**src/mlcs_pkg.sv**
```systemverilog
`default_nettype none

package mlcs_pkg;

  localparam int unsigned TagFieldW = 20;

  typedef enum logic [1:0] {
    CmdLookup   = 2'd0,
    CmdSetState = 2'd1,
    CmdInsert   = 2'd2,
    CmdRefresh  = 2'd3
  } cmd_e;

  typedef enum logic [1:0] {
    MesiM = 2'd0,
    MesiE = 2'd1,
    MesiS = 2'd2,
    MesiI = 2'd3
  } mesi_e;

  typedef struct packed {
    cmd_e                 cmd;
    logic [TagFieldW-1:0] tag;
    mesi_e                new_state;
  } req_t;

  typedef struct packed {
    mesi_e found_state;
    logic  hit;
    logic  evicted;
    logic  writeback;
    logic  miss_error;
  } rsp_t;

  typedef struct packed {
    logic  wr_state;
    logic  fill;
    logic  promote;
    mesi_e state;
  } line_upd_t;

endpackage

`default_nettype wire

```
**src/mesi_lru_cache_set_unit.sv**
```systemverilog
`default_nettype none

// Each word is registered into req_q at the accepting edge; its result is then registered into
// rsp_q together with done_q, and appears on rsp_o with done_o high for exactly one cycle.
// A new word can be accepted every cycle, so busy is never asserted; the receiver cannot stall.
// Throughput is one word per cycle, set by the single pass through the way compare and
// recency update. After reset all lines are invalid in state I with rank equal to way index.
module mesi_lru_cache_set_unit #(
  parameter int unsigned WAYS     = 8,
  parameter int unsigned TAG_BITS = 20
) (
  input  wire logic           clk_i,
  input  wire logic           rst_ni,
  input  wire logic           start,
  output logic                busy,
  input  wire mlcs_pkg::req_t req_i,
  output logic                done_o,
  output mlcs_pkg::rsp_t      rsp_o
);

  import mlcs_pkg::*;

  localparam int unsigned TagW  = (TAG_BITS < TagFieldW) ? TAG_BITS : TagFieldW;
  localparam int unsigned RankW = (WAYS > 1) ? $clog2(WAYS) : 1;

  req_t             req_q;
  logic             req_vld_q;
  rsp_t             rsp_d;
  rsp_t             rsp_q;
  logic             done_q;

  logic [TagW-1:0]  tag_w   [WAYS];
  logic [WAYS-1:0]  valid_w;
  mesi_e            mesi_w  [WAYS];
  logic [RankW-1:0] rank_w  [WAYS];

  logic [WAYS-1:0]  match_cand;
  logic [WAYS-1:0]  inv_cand;
  logic [WAYS-1:0]  idle_cand;
  logic [WAYS-1:0]  lru_way;
  logic [WAYS-1:0]  match_sel;
  logic [WAYS-1:0]  inv_sel;
  logic [WAYS-1:0]  idle_sel;
  logic             match_any;
  logic             inv_any;
  logic             idle_any;
  logic [1:0]       match_mesi;
  logic [1:0]       lru_mesi;

  logic [WAYS-1:0]  way_sel;
  line_upd_t        upd;

  assign busy = 1'b0;

  always_ff @(posedge clk_i) begin
    if (start) begin
      req_q <= req_i;
    end
  end

  always_ff @(posedge clk_i or negedge rst_ni) begin
    if (!rst_ni) begin
      req_vld_q <= 1'b0;
      done_q    <= 1'b0;
    end else begin
      req_vld_q <= start;
      done_q    <= req_vld_q;
    end
  end

  always_comb begin
    for (int w = 0; w < WAYS; w++) begin
      match_cand[w] = valid_w[w] && (tag_w[w] == req_q.tag[TagW-1:0]);
      inv_cand[w]   = ~valid_w[w];
      idle_cand[w]  = (mesi_w[w] == MesiI);
      lru_way[w]    = (rank_w[w] == RankW'(WAYS - 1));
    end
  end

  mlcs_pick #(.WAYS(WAYS), .RankW(RankW)) u_pick_match (
    .cand_i (match_cand),
    .rank_i (rank_w),
    .sel_o  (match_sel),
    .any_o  (match_any)
  );

  mlcs_pick #(.WAYS(WAYS), .RankW(RankW)) u_pick_inv (
    .cand_i (inv_cand),
    .rank_i (rank_w),
    .sel_o  (inv_sel),
    .any_o  (inv_any)
  );

  mlcs_pick #(.WAYS(WAYS), .RankW(RankW)) u_pick_idle (
    .cand_i (idle_cand),
    .rank_i (rank_w),
    .sel_o  (idle_sel),
    .any_o  (idle_any)
  );

  always_comb begin
    match_mesi = '0;
    lru_mesi   = '0;
    for (int w = 0; w < WAYS; w++) begin
      match_mesi = match_mesi | (mesi_w[w] & {2{match_sel[w]}});
      lru_mesi   = lru_mesi | (mesi_w[w] & {2{lru_way[w]}});
    end
  end

  always_comb begin
    rsp_d             = '0;
    rsp_d.found_state = MesiI;
    upd               = '0;
    upd.state         = req_q.new_state;
    way_sel           = match_sel;
    case (req_q.cmd)
      CmdLookup: begin
        rsp_d.hit = match_any;
        if (match_any) begin
          rsp_d.found_state = mesi_e'(match_mesi);
        end
      end
      CmdSetState: begin
        rsp_d.hit    = match_any;
        upd.wr_state = req_vld_q && match_any;
        upd.promote  = req_vld_q && match_any && (req_q.new_state != MesiI);
      end
      CmdRefresh: begin
        rsp_d.hit        = match_any;
        rsp_d.miss_error = ~match_any;
        upd.wr_state     = req_vld_q && match_any;
        upd.promote      = req_vld_q && match_any;
      end
      default: begin
        if (inv_any) begin
          way_sel = inv_sel;
        end else if (idle_any) begin
          way_sel = idle_sel;
        end else begin
          way_sel         = lru_way;
          rsp_d.evicted   = 1'b1;
          rsp_d.writeback = (mesi_e'(lru_mesi) == MesiM);
        end
        upd.fill     = req_vld_q;
        upd.wr_state = req_vld_q;
        upd.promote  = req_vld_q;
      end
    endcase
  end

  mlcs_lines #(.WAYS(WAYS), .TagW(TagW), .RankW(RankW)) u_lines (
    .clk_i     (clk_i),
    .rst_ni    (rst_ni),
    .way_sel_i (way_sel),
    .upd_i     (upd),
    .tag_i     (req_q.tag[TagW-1:0]),
    .tag_o     (tag_w),
    .valid_o   (valid_w),
    .mesi_o    (mesi_w),
    .rank_o    (rank_w)
  );

  always_ff @(posedge clk_i) begin
    if (req_vld_q) begin
      rsp_q <= rsp_d;
    end
  end

  assign done_o = done_q;
  assign rsp_o  = rsp_q;

endmodule

`default_nettype wire

```
**src/mlcs_pick.sv**
```systemverilog
`default_nettype none

module mlcs_pick #(
  parameter int unsigned WAYS  = 8,
  parameter int unsigned RankW = 3
) (
  input  wire logic [WAYS-1:0]  cand_i,
  input  wire logic [RankW-1:0] rank_i [WAYS],
  output logic      [WAYS-1:0]  sel_o,
  output logic                  any_o
);

  // The selected way is the candidate that no other candidate precedes in recency order.
  always_comb begin
    logic blocked;
    for (int w = 0; w < WAYS; w++) begin
      blocked = 1'b0;
      for (int k = 0; k < WAYS; k++) begin
        if (cand_i[k] && (rank_i[k] < rank_i[w])) begin
          blocked = 1'b1;
        end
      end
      sel_o[w] = cand_i[w] & ~blocked;
    end
  end

  assign any_o = |cand_i;

endmodule

`default_nettype wire

```
**src/mlcs_lines.sv**
```systemverilog
`default_nettype none

module mlcs_lines #(
  parameter int unsigned WAYS  = 8,
  parameter int unsigned TagW  = 20,
  parameter int unsigned RankW = 3
) (
  input  wire logic                clk_i,
  input  wire logic                rst_ni,
  input  wire logic [WAYS-1:0]     way_sel_i,
  input  wire mlcs_pkg::line_upd_t upd_i,
  input  wire logic [TagW-1:0]     tag_i,
  output logic      [TagW-1:0]     tag_o   [WAYS],
  output logic      [WAYS-1:0]     valid_o,
  output mlcs_pkg::mesi_e          mesi_o  [WAYS],
  output logic      [RankW-1:0]    rank_o  [WAYS]
);

  import mlcs_pkg::*;

  logic  [TagW-1:0]  tag_q   [WAYS];
  logic  [WAYS-1:0]  valid_q;
  mesi_e             mesi_q  [WAYS];
  logic  [RankW-1:0] rank_q  [WAYS];
  logic  [RankW-1:0] sel_rank;

  always_comb begin
    sel_rank = '0;
    for (int w = 0; w < WAYS; w++) begin
      sel_rank = sel_rank | (rank_q[w] & {RankW{way_sel_i[w]}});
    end
  end

  always_ff @(posedge clk_i) begin
    for (int w = 0; w < WAYS; w++) begin
      if (upd_i.fill && way_sel_i[w]) begin
        tag_q[w] <= tag_i;
      end
    end
  end

  always_ff @(posedge clk_i or negedge rst_ni) begin
    if (!rst_ni) begin
      valid_q <= '0;
      for (int w = 0; w < WAYS; w++) begin
        mesi_q[w] <= MesiI;
        rank_q[w] <= RankW'(w);
      end
    end else begin
      for (int w = 0; w < WAYS; w++) begin
        if (upd_i.fill && way_sel_i[w]) begin
          valid_q[w] <= 1'b1;
        end
        if (upd_i.wr_state && way_sel_i[w]) begin
          mesi_q[w] <= upd_i.state;
        end
        if (upd_i.promote) begin
          if (way_sel_i[w]) begin
            rank_q[w] <= '0;
          end else if (rank_q[w] < sel_rank) begin
            rank_q[w] <= rank_q[w] + RankW'(1);
          end
        end
      end
    end
  end

  assign tag_o   = tag_q;
  assign valid_o = valid_q;
  assign mesi_o  = mesi_q;
  assign rank_o  = rank_q;

endmodule

`default_nettype wire
```
**config.mk**
```make
export PLATFORM = sky130hd
export DESIGN_NAME = mesi_lru_cache_set_unit
export DESIGN_NICKNAME = d
export VERILOG_FILES = /design/src/mlcs_pkg.sv /design/src/mesi_lru_cache_set_unit.sv /design/src/mlcs_pick.sv /design/src/mlcs_lines.sv
export SDC_FILE = /design/constraint.sdc
export NUM_CORES = 1
export LEC_CHECK = 0
export BUFFER_PORTS_ARGS = -buffer_cell sky130_fd_sc_hd__buf_2
export CORE_MARGIN = 5
export CORE_UTILIZATION = 58
export DETAILED_ROUTE_END_ITERATION = 8
export PLACE_DENSITY = 0.77
export RECOVER_POWER = 25
export SETUP_SLACK_MARGIN = 0.5
export SLEW_MARGIN = 25
export SYNTH_ARGS = -nofsm -noshare
export SYNTH_HDL_FRONTEND = slang
export SYNTH_HIERARCHICAL = 1
export SYNTH_SLANG_ARGS = --single-unit
```
**constraint.sdc**
```tcl
create_clock -name clk_i -period 4.2 [get_ports clk_i]
set_input_delay 0.21 -clock clk_i [delete_from_list [all_inputs] [get_ports clk_i]]
set_output_delay 0.21 -clock clk_i [all_outputs]
set_load 0.005 [all_outputs]
```
==> reports/metrics.yaml <==
io_pins: 35
synthAdderAreaFrac: 0.184
violations: "max-capacitance violations, max-slew violations, negative setup slack"
worst_slack_ns: -0.651
cellLeakagePower_uw: 0.0105
power_density_mw_per_mm2: 458
synth_edf_count: 190
detail-route-antenna-nets: 0
setup_viol: 59
nNetsFinal: 2414
viasPerCell: 6.95
syn_inst: 1722
synth_top_family_by_area: "adder cells"
r2r_cells: 23
holdWs_ns: 0.335
grt_pass1_vias: 17300
die_area_mm2: 0.0346
area_delta_synth_final_pct: 32.5
cts_tree: "yes"
synth_xor_xnor_area_share: 0.0780
hold_violations: 0
wire_per_inst_um: 28.4
grt-ovfl-total: 0
clk_path_buf_depth: 3
placedCellCount: 2390
reg2reg_to: "u_lines/rank_o[0]"
synth_ff_type: "edfxtp_1"
fmax_mhz: 206
drive_above_1_share: 0.300
relSlewSlack: -0.241
ir_drop_mv: 0.556
maxCapViolCount: 1
synth_seq_cells: 240
endpoint_kind: "flop"
fin_crit_sh: 1.15
status: "complete, but fails checks"
clk_pin_slew_worst_paths_ns: 0.07
htreeDepth: 1
clkLatencyLatePin_ns: 0.59
slew_viol_final: 26
hold_end: "req_q[9]"
ys_warn_count: 6
rows: 64
cts_sinks: 240
synth.yosys.seq_area_share: 0.389
synth_async_sr_flop_share: 0.208
syn_nets: 2009
fin_worst_skew_ns: 0.0467
crit_path_start_kind: "flop"
n_fill_cell: 1806
drc: 0
rr_startpoint: "req_q[3]"
rrSetupSlack_ns: -0.65
antenna_found_initial: 1
grt_util_all_layers: 0.392
stdcell_area_mm2: 0.0238
coreArea_mm2: 0.0306
drt-initial-drc-count: 2559
die_h_um: 186
fin_cells: 2542
gp_congestion: 0.980
avgSynthCellArea_um2: 10.4
hold_depth: 2
clockRootBuffer: "clkbuf_16"
crit_arrival_ns: 5.36
hp-class: "in2reg"
die_w_um: 186
grt_pass1_wl_mm: 103
synth_area_mm2: 0.0180
synthMuxAreaShare: 0.0191
criticalPathCategory: "reg2reg"
rsz0062_at_grt: "yes"
synth-compound-area-share: 0.147
wl_mm: 72.3
place_area_mm2: 0.0209
path_max_fanout: 11
hpwlAfterDp_mm: 44.7
portBuffers: 33
initial_utilization: 0.588
synth_cell_types: 73
period_minus_slack_ns: 4.85
num_vias: 17700
firstDrtPassIters: 6
yosys.area_share.simple: 0.137
antenna_cells: 0
cts_buffers: 26
worst_pin_slew_ns: 1.86
worstPathRequired_ns: 4.71
min-delay-start: "req_i[9]"
grt_max_degree: 34
==> cells in the final DEF (no fill, tap or decap), types with 11 or more instances in the layout <==
master and count:
buf_12 34, nor4_1 20, dlygate4sd3_1 25, edfxtp_1 190
and3_1 18, nor4_4 12, nand4_1 20, nor2b_1 18
dfrtp_1 21, buf_2 22, a22oi_1 11, mux2_2 16
o2111ai_1 11, clkbuf_1 21, a21oi_1 84, buf_4 282
and2_1 12, nand3_1 62, o211ai_1 11, dfstp_2 28
xor2_1 122, nand2_1 142, o21ai_0 61, ha_1 257
xnor2_1 32, nor4_2 16, inv_1 116, o21ai_1 17
nor2_1 33, nand3b_1 19, a31oi_1 35, clkbuf_16 29
nor3_1 17, buf_6 44
==> final cells by class <==
class	instances	area, um2	share of cell area
Clock buffer	36	688	0.0289
Inverter	126	487	0.0204
Clock inverter	11	92.6	0.00389
Sequential cell	240	6990	0.294
Multi-Input combinational cell	1301	11000	0.462
Tap cell	396	495	0.0208
Timing Repair Buffer	432	4050	0.170
==> metal layers <==
| metal | share of wire | global-route usage | up-vias |
|---|---|---|---|
| li1 | - | - | 7342 |
| met1 | 0.35 | 0.492 | 8438 |
| met2 | 0.45 | 0.638 | 1469 |
| met3 | 0.11 | 0.0739 | 410 |
| met4 | 0.081 | 0.217 | 2 |
| met5 | 0.00018 | 0 | - |
==> power breakdown <==
part	switching (uW)	internal, uW	leakage (uW)	total (uW)
clock network	1070	1160	0.000369	2230
registers	233	2830	0.00225	3070
logic	3220	2390	0.00784	5610
==> state kept, by name, indices dropped and copies added, names as in the netlist <==
name	count
done_o	1
req_q	24
req_vld_q	1
rsp_o	6
u_lines/mesi_o	16
u_lines/rank_o	24
u_lines/tag_o	160
u_lines/valid_o	8
==> worst max-delay path: stages, from the launching register on <==
cell        delay, ns
edfxtp_1         0.39
buf_4            0.21
xor2_1           0.17
nor4_1           0.34
buf_4            0.17
nand4_1          0.28
nor4_4           0.34
buf_4            0.20
clkinvlp_4       0.18
nor2_4           0.17
buf_6            0.10
a21oi_2          0.04
and4b_2          0.37
nand2_2          0.08
o21ai_2          0.10
a22o_1           0.22
a221oi_4         0.06
buf_12           0.17
buf_6            0.11
buf_6            0.11
a21oi_4          0.16
o221ai_2         0.13
a21oi_2          0.31
mux2_4           0.35
==> synth_stat cells, drive strengths merged (6+ instances only) <==
cell type,instances,share of area
inv,125,0.026
nand3b,19,0.0079
o21a,7,0.0029
o221ai,8,0.0039
buf,27,0.014
or2,10,0.0035
a21oi,97,0.027
dfrtp,22,0.031
mux2i,8,0.0045
nand2b,8,0.0028
nor2b,18,0.0063
mux2,22,0.015
and3,19,0.0066
o22ai,14,0.0049
and4b,6,0.0033
dfstp,28,0.041
o31ai,10,0.0042
o2111ai,17,0.0083
a211o,7,0.0034
nand4,20,0.0070
ha,260,0.18
a22oi,18,0.0075
a222oi,6,0.0033
o211ai,11,0.0046
edfxtp,190,0.32
xnor2,32,0.016
clkbuf,28,0.0059
and2,19,0.0066
a311oi,9,0.0044
a32o,7,0.0039
nor4,48,0.020
a221oi,18,0.013
nor2,36,0.0075
o2bb2ai,10,0.0049
o21ai,85,0.024
a31oi,38,0.013
nand2,149,0.031
nand3,62,0.017
xor2,128,0.062
nor4b,7,0.0038
nor3,22,0.0061
==> logic make-up after synthesis <==
kind of cell / Yosys count
adders and majority gates: 264
buffers and inverters: 181
and+or+nand+nor: 457
other: 1
AOI/OAI and AO/OA: 389
DFF: 240
muxes: 30
xor gates and xnor gates: 160
==> worst max path at each step <==
stage,from,to,depth (start not counted)
floorplan,req_q[10],u_lines/rank_o[15],17
global placement,req_q[9],u_lines/rank_o[4],22
detailed placement,req_q[9],u_lines/rank_o[8],20
CTS,req_q[9],u_lines/rank_o[15],19
global route,req_q[6],u_lines/rank_o[4],24
finish,req_q[3],u_lines/rank_o[0],23
==> per-stage QoR <==
step	setup WS, ns	power (uW)	util	setup TNS [ns]
floorplan	0.251	5570	-	0
global placement	-0.850	7350	0.682	-22.26
detailed placement	-0.924	7480	0.682	-22.77
CTS	-0.303	10200	0.757	-5.43
global route	-0.722	11300	0.778	-19.40
finish	-0.651	10900	0.778	-14.16
==> what timing repair did <==
| item | 4_1_cts | 5_1_grt |
|---|---|---|
| hold buffers | 25 | 0 |
| hold endpoints to repair | 41 | 0 |
| setup buffers | 39 | 28 |
| resized for setup | 151 | 72 |
| pin swaps | 32 | 29 |
| endpoints found under the setup margin | 210 | 210 |
| gates cloned | 10 | 3 |
Power figures use the tool's default switching activity.
